### src/design/brbp_pkg.sv
// Shared types and codes for the byte ring buffer with peek.
package brbp_pkg;

  // Operation codes
  localparam logic [2:0] FN_PUSH    = 3'd0;
  localparam logic [2:0] FN_POP     = 3'd1;
  localparam logic [2:0] FN_PEEK    = 3'd2;
  localparam logic [2:0] FN_NEWEST  = 3'd3;
  localparam logic [2:0] FN_DISCARD = 3'd4;

  // Status codes
  localparam logic [2:0] ST_OK       = 3'd0;
  localparam logic [2:0] ST_EMPTY    = 3'd1;
  localparam logic [2:0] ST_RANGE    = 3'd2;
  localparam logic [2:0] ST_OVERFLOW = 3'd3;
  localparam logic [2:0] ST_DISCARD  = 3'd4;

  typedef struct packed {
    logic [2:0] func;
    logic [7:0] push_data;
    logic [8:0] peek_offset;
    logic [8:0] discard_count;
  } in_item_t;

  typedef struct packed {
    logic [7:0] read_data;
    logic [2:0] status;
    logic [8:0] occupancy;
    logic [8:0] next_offset;
  } out_item_t;

  // Result held between the control unit and the output stage
  typedef struct packed {
    logic       valid;
    logic       use_mem;
    logic [2:0] status;
    logic [8:0] occupancy;
    logic [8:0] next_offset;
  } res_t;

endpackage

### src/design/byte_ring_buffer_with_peek_unit.sv
// Top level of the byte ring buffer with peek.
//
//   port group   dir  handshake          payload
//   request      in   start / busy       in_item  (in_item_t)
//   result       out  out_valid strobe   out_item (out_item_t)
//
// A request is taken on any edge with start high; busy stays low, one request per clock.
// Its result shows on out_valid in the next cycle; the result and the storage read are both registered.
// Pointers, count and strobe clear on a synchronous low rst_n; storage is not cleared.
// The receiver cannot stall; each result is valid for exactly one cycle.
module byte_ring_buffer_with_peek_unit
  import brbp_pkg::*;
#(
  parameter int DEPTH = 256
) (
  input  logic      clk,
  input  logic      rst_n,
  input  logic      start,
  output logic      busy,
  input  in_item_t  in_item,
  output logic      out_valid,
  output out_item_t out_item
);

  localparam int AW = (DEPTH > 1) ? $clog2(DEPTH) : 1;
  localparam int CW = (AW + 1 > 9) ? AW + 1 : 9;

  logic          accept;
  logic          mem_we, mem_re;
  logic [AW-1:0] mem_waddr, mem_raddr;
  logic [7:0]    mem_wdata, mem_rdata;
  res_t          res;

  assign busy   = 1'b0;
  assign accept = start && !busy;

  brbp_ctrl #(
    .DEPTH(DEPTH),
    .AW   (AW),
    .CW   (CW)
  ) u_ctrl (
    .clk      (clk),
    .rst_n    (rst_n),
    .accept   (accept),
    .item     (in_item),
    .mem_we   (mem_we),
    .mem_waddr(mem_waddr),
    .mem_wdata(mem_wdata),
    .mem_re   (mem_re),
    .mem_raddr(mem_raddr),
    .res      (res)
  );

  brbp_mem #(
    .DEPTH(DEPTH),
    .AW   (AW)
  ) u_mem (
    .clk  (clk),
    .we   (mem_we),
    .waddr(mem_waddr),
    .wdata(mem_wdata),
    .re   (mem_re),
    .raddr(mem_raddr),
    .rdata(mem_rdata)
  );

  assign out_valid            = res.valid;
  assign out_item.read_data   = res.use_mem ? mem_rdata : 8'd0;
  assign out_item.status      = res.status;
  assign out_item.occupancy   = res.occupancy;
  assign out_item.next_offset = res.next_offset;

`ifndef SYNTHESIS
  a_result_follows: assert property (@(posedge clk) disable iff (!rst_n)
    accept |=> out_valid)
    else $error("result strobe missing after request");

  a_no_spurious: assert property (@(posedge clk) disable iff (!rst_n)
    !accept |=> !out_valid)
    else $error("result strobe without request");

  a_fail_reads_zero: assert property (@(posedge clk) disable iff (!rst_n)
    (out_valid && out_item.status != ST_OK) |-> (out_item.read_data == 8'd0))
    else $error("failed operation returned data");

  a_overflow_full: assert property (@(posedge clk) disable iff (!rst_n)
    (out_valid && out_item.status == ST_OVERFLOW) |-> (out_item.occupancy == 9'(DEPTH)))
    else $error("overflow reported while not full");
`endif

endmodule

### src/design/brbp_mem.sv
// Byte storage: one write port, one registered read port.
module brbp_mem
  import brbp_pkg::*;
#(
  parameter int DEPTH = 256,
  parameter int AW    = 8
) (
  input  logic          clk,
  input  logic          we,
  input  logic [AW-1:0] waddr,
  input  logic [7:0]    wdata,
  input  logic          re,
  input  logic [AW-1:0] raddr,
  output logic [7:0]    rdata
);

  logic [7:0] mem [DEPTH];
  logic [7:0] rdata_r;

  always_ff @(posedge clk) begin
    if (we) begin
      mem[waddr] <= wdata;
    end
  end

  always_ff @(posedge clk) begin
    if (re) begin
      rdata_r <= mem[raddr];
    end
  end

  assign rdata = rdata_r;

endmodule

### src/design/brbp_ctrl.sv
// Pointer and count control: decodes a request, drives the storage, builds the result.
module brbp_ctrl
  import brbp_pkg::*;
#(
  parameter int DEPTH = 256,
  parameter int AW    = 8,
  parameter int CW    = 9
) (
  input  logic          clk,
  input  logic          rst_n,
  input  logic          accept,
  input  in_item_t      item,
  output logic          mem_we,
  output logic [AW-1:0] mem_waddr,
  output logic [7:0]    mem_wdata,
  output logic          mem_re,
  output logic [AW-1:0] mem_raddr,
  output res_t          res
);

  logic [AW-1:0] rd_ptr_r, rd_ptr_nxt;
  logic [AW-1:0] wr_ptr_r, wr_ptr_nxt;
  logic [CW-1:0] count_r, count_nxt;
  res_t          res_r, res_nxt;

  logic [CW-1:0] off_w, cnt_w;
  logic [CW-1:0] peek_sum, peek_wrap, disc_sum, disc_wrap;
  logic          is_empty, is_full;
  logic [AW-1:0] wr_inc, rd_inc, newest_addr;

  assign off_w    = CW'(item.peek_offset);
  assign cnt_w    = CW'(item.discard_count);
  assign is_empty = (count_r == '0);
  assign is_full  = (count_r == CW'(DEPTH));

  assign wr_inc = (wr_ptr_r == AW'(DEPTH - 1)) ? '0 : wr_ptr_r + 1'b1;
  assign rd_inc = (rd_ptr_r == AW'(DEPTH - 1)) ? '0 : rd_ptr_r + 1'b1;
  assign newest_addr = (wr_ptr_r == '0) ? AW'(DEPTH - 1) : wr_ptr_r - 1'b1;

  // offsets stay below the count on the paths that use these, so one subtract wraps
  assign peek_sum  = CW'(rd_ptr_r) + off_w;
  assign peek_wrap = (peek_sum >= CW'(DEPTH)) ? peek_sum - CW'(DEPTH) : peek_sum;
  assign disc_sum  = CW'(rd_ptr_r) + cnt_w;
  assign disc_wrap = (disc_sum >= CW'(DEPTH)) ? disc_sum - CW'(DEPTH) : disc_sum;

  always_comb begin
    rd_ptr_nxt  = rd_ptr_r;
    wr_ptr_nxt  = wr_ptr_r;
    count_nxt   = count_r;
    mem_we      = 1'b0;
    mem_waddr   = wr_ptr_r;
    mem_wdata   = item.push_data;
    mem_re      = 1'b0;
    mem_raddr   = rd_ptr_r;
    res_nxt     = '0;
    if (accept) begin
      res_nxt.valid = 1'b1;
      case (item.func)
        FN_PUSH: begin
          if (is_full) begin
            res_nxt.status = ST_OVERFLOW;
          end else begin
            mem_we     = 1'b1;
            wr_ptr_nxt = wr_inc;
            count_nxt  = count_r + 1'b1;
          end
        end
        FN_POP: begin
          if (is_empty) begin
            res_nxt.status = ST_EMPTY;
          end else begin
            mem_re          = 1'b1;
            res_nxt.use_mem = 1'b1;
            count_nxt       = count_r - 1'b1;
            if (count_r == CW'(1)) begin
              rd_ptr_nxt = '0;
              wr_ptr_nxt = '0;
            end else begin
              rd_ptr_nxt = rd_inc;
            end
          end
        end
        FN_PEEK: begin
          if (off_w >= count_r) begin
            res_nxt.status      = ST_RANGE;
            res_nxt.next_offset = count_r[8:0];
          end else begin
            mem_re              = 1'b1;
            mem_raddr           = peek_wrap[AW-1:0];
            res_nxt.use_mem     = 1'b1;
            res_nxt.next_offset = item.peek_offset + 9'd1;
          end
        end
        FN_NEWEST: begin
          if (is_empty) begin
            res_nxt.status = ST_EMPTY;
          end else begin
            mem_re          = 1'b1;
            mem_raddr       = newest_addr;
            res_nxt.use_mem = 1'b1;
          end
        end
        FN_DISCARD: begin
          if (cnt_w > count_r) begin
            res_nxt.status = ST_DISCARD;
          end else if (cnt_w == count_r && cnt_w != '0) begin
            rd_ptr_nxt = '0;
            wr_ptr_nxt = '0;
            count_nxt  = '0;
          end else begin
            // a zero count lands here and changes nothing
            rd_ptr_nxt = disc_wrap[AW-1:0];
            count_nxt  = count_r - cnt_w;
          end
        end
        default: begin
        end
      endcase
      res_nxt.occupancy = count_nxt[8:0];
    end
  end

  always_ff @(posedge clk) begin
    if (!rst_n) begin
      rd_ptr_r <= '0;
      wr_ptr_r <= '0;
      count_r  <= '0;
      res_r    <= '0;
    end else begin
      rd_ptr_r <= rd_ptr_nxt;
      wr_ptr_r <= wr_ptr_nxt;
      count_r  <= count_nxt;
      res_r    <= res_nxt;
    end
  end

  assign res = res_r;

endmodule

### config.mk
export PLATFORM = sky130hd
export DESIGN_NAME = byte_ring_buffer_with_peek_unit
export DESIGN_NICKNAME = d
export VERILOG_FILES = /design/src/design/brbp_pkg.sv /design/src/design/byte_ring_buffer_with_peek_unit.sv /design/src/design/brbp_mem.sv /design/src/design/brbp_ctrl.sv
export SDC_FILE = /design/constraint.sdc
export NUM_CORES = 2
export LEC_CHECK = 0
export BUFFER_PORTS_ARGS = -buffer_cell sky130_fd_sc_hd__buf_4
export CAP_MARGIN = 20
export CORE_UTILIZATION = 63
export DETAILED_ROUTE_END_ITERATION = 12
export PLACE_DENSITY = 0.79
export SLEW_MARGIN = 15
export SYNTH_ARGS = -nofsm -noshare
export SYNTH_HDL_FRONTEND = slang
export SYNTH_SLANG_ARGS = --single-unit
### constraint.sdc
create_clock -name clk -period 5.05 [get_ports clk]
set_input_delay 0.505 -clock clk [delete_from_list [all_inputs] [get_ports clk]]
set_output_delay 0.505 -clock clk [all_outputs]
set_load 0.05 [all_outputs]
==> impl_metrics.env <==
export IMPL_cell_row_count=134
export IMPL_crit_arrival_ps=5530
export IMPL_number_of_library_cell_types_mapped_by_synthesis=79
export IMPL_path_class="reg2reg"
export IMPL_yosys_cell_count_top_type="edfxtp_1"
export IMPL_num_io_pins=63
export IMPL_worst_setup_path_end_kind="register"
export IMPL_syn_cell_area_mm2=0.0854
export IMPL_setup_violation_total_in_the_final_timing_report=0
export IMPL_hold_viol_final=0
export IMPL_fmaxAchievable_mhz=201
export IMPL_vert_die_dim_um=370
export IMPL_finalHoldWorstSlack_ps=68.0
export IMPL_maximum_number_of_pins_on_one_net_before_global_route_repair=143
export IMPL_via_per_inst=6.79
export IMPL_wire_length_of_the_first_global_routing_pass_um=341000
export IMPL_die_width_um=370
export IMPL_finalClockSkew_ps=34.6
export IMPL_cts_root_to_sink_buffers=3
export IMPL_cts_htree_levels=4
export IMPL_post_route_util=0.713
export IMPL_post_synth_inst_count=6235
export IMPL_power_leakage_nw=32.3
export IMPL_num_fill_cells=8108
export IMPL_timing_max_cap_violations=0
export IMPL_tightest_slew_ps=1230
export IMPL_power_per_cell_area_mw_per_mm2=373
export IMPL_synth_enable_flop_cells=2056
export IMPL_final_period_minus_worst_setup_slack_ps=4970
export IMPL_grt_pass1_vias=54100
export IMPL_antenna_found_initial=7
export IMPL_cts_root_buffer="clkbuf_16"
export IMPL_netlist_top_cells_count="2,056 x edfxtp_1, 1,264 x nand2_1, 372 x nor2_1"
export IMPL_netlist_area_leader_share=0.723
export IMPL_report_power_total_w=0.0356
export IMPL_ys_seq_area_frac=0.734
export IMPL_totalWireLength_um=233000
export IMPL_r2r_setup_slack_ps=80
export IMPL_cp_data_required_time_ps=5610
export IMPL_layoutNonFillerInstCount=8286
export IMPL_fp_dieArea_mm2=0.137
export IMPL_timing_hold_worst_class="in2reg"
export IMPL_floorplan_initialDensity=0.638
export IMPL_worst_ir_drop_vdd_mv=0.417
export IMPL_path_max_fanout=55
export IMPL_drt_iter0_drcs=9274
export IMPL_slew_headroom=0.179
export IMPL_clkSlewWorstSetupHoldPaths_ps=70
export IMPL_status="completed"
export IMPL_routabilityCongestion=0.946
export IMPL_port_buffer_count=61
export IMPL_ys_top_cells_by_area="edfxtp_1 72%, nand2_1 5.6%, mux2i_1 3.3%"
export IMPL_p_r_area_growth_vs_syn_pct=11.8
export IMPL_layout_cell_share_with_drive_strength_beyond_1=0.103
export IMPL_worst_setup_path_start_kind="register"
export IMPL_synth_nets=6311
export IMPL_final_max_slew_violation_count=0
export IMPL_average_instance_area_after_synthesis_um2=13.7
export IMPL_post_synth_top_area_cell="edfxtp_1"
export IMPL_groute_usage_overall=0.337
export IMPL_worstSkewPairLatency_ps=860
export IMPL_drt_wirelength_per_cell_um=28.2
export IMPL_yosys_most_used_dff="edfxtp_1"
export IMPL_nets=6433
export IMPL_via_count=56300
export IMPL_detailed_place_hpwl_um=140000
export IMPL_rsz0062_at_grt="no"
export IMPL_drt_pre_antenna_iters=7
export IMPL_finalCritPeriodShare=0.985
export IMPL_synth_warn=0
export IMPL_core_area_mm2=0.134
export IMPL_dr_drc_count=0
export IMPL_ys_async_sr_fraction=0
export IMPL_clkSinkCount=2104
export IMPL_place_detailed_instances=7907
export IMPL_final_antenna_net_count=0
export IMPL_tritoncts_clock_tree="built"
export IMPL_grt_overflow_total=0
export IMPL_number_of_buffers_created_by_cts=195
export IMPL_synth_ff_latch_count=2104
registers in the layout (all words and copies together), names as in the netlist:
register          count
u_ctrl.rd_ptr_r       8
u_ctrl.mem_waddr      8
u_ctrl.res           23
u_mem.mem          2048
u_mem.rdata           8
u_ctrl.count_r        9
placed cells by master, fill, tap and decap left out, drive strengths merged, types with 18 or more instances in the layout:
cell type  netlist  routed
edfxtp        2056    2056
nand2         1264    1264
nor2           373     373
buf            254     354
nand3          318     318
mux2i          281     281
clkbuf         188     250
a21oi          227     227
a32oi          178     178
a31oi          137     137
o22ai          106     106
a211oi         106     106
clkinv           3      87
and3            85      85
a22oi           78      78
nand4           70      70
o21ai           58      58
nor4            53      53
dfxtp           48      48
ha              41      41
inv             35      41
nor3            26      26
a221oi          21      21
a311oi          18      18
repair_timing:
item	4_1_cts	5_1_grt
buffers inserted	0	11
hold buffers	8	0
gates cloned	0	2
pin swaps	1	6
resized for setup	5	16
endpoints found under the setup margin	3	7
endpoints found under the hold margin	12	0
final timing paths:
path,end,start,depth (start not counted)
worst min register to register,u_ctrl.mem_waddr[0],u_ctrl.mem_waddr[0],2
worst max register to register,u_mem.rdata[7],u_ctrl.count_r[3],16
worst min-delay path,u_ctrl.res[5],in_item[14],3
worst max-delay path,u_mem.rdata[7],u_ctrl.count_r[3],16
report_power, final:
part	switching (W)	internal (W)	total [W]
logic	0.00162	0.000691	0.00231
clock network	0.00633	0.00776	0.0141
registers	0.0000141	0.0192	0.0192
cell type report:
cell class / instances / area, um2 / share of cell area
sequential: 2104 / 62700 / 0.657
multi-input combinational: 3653 / 20800 / 0.218
clock buffer: 247 / 5100 / 0.0534
timing repair buffer: 365 / 3550 / 0.0372
tap: 1768 / 2210 / 0.0232
clock inverter: 108 / 955 / 0.0100
inverter: 38 / 143 / 0.00149
antenna: 3 / 7.51 / 0.0000786
worst max-delay path: stages, from the launching register on:
cell      delay [ps]
dfxtp_1          630
inv_1            180
ha_1             300
nand2_1           60
nor2_1            80
a211o_1          400
a21boi_4         540
o21ai_4          210
nor2_4           240
buf_12           330
buf_4            310
nand3_1          110
a31oi_1          210
nor4_1            90
buf_4            170
o32ai_1          650
nor4_1           140
stage by stage:
step / cell area [um2] / worst slack, ps / setup TNS, ps
2_1_floorplan: 85400 / 1060 / 0
3_3_place_gp: 89100 / -181 / -596
3_5_place_dp: 89100 / -260 / -949
4_1_cts: 95300 / 11.3 / 0
5_1_grt: 95500 / 0.0546 / 0
6_report: 95500 / 76.1 / 0
cells by family (layout without fill, tap and decap cells):
logic type / Yosys count / count (layout) / share of synthesized area
flip-flops: 2104 / 2104 / 0.734
AND/OR/NAND/NOR: 2269 / 2269 / 0.114
multiplexers: 282 / 282 / 0.0331
AO/OA/AOI/OAI: 1029 / 1031 / 0.0834
buffers and inverters: 480 / 758 / 0.0262
XOR/XNOR: 26 / 26 / 0.00267
other: 1 / 4 / 0.0000439
adder cells (fa/ha/maj): 44 / 44 / 0.00671
routing by layer:
| layer | GRT usage | routed length, um |
|---|---|---|
| met1 | 0.455 | 82300 |
| met2 | 0.520 | 108000 |
| met3 | 0.0765 | 30600 |
| met4 | 0.169 | 12300 |
| met5 | 0 | 36 |
(Power assumes the default switching activity.)
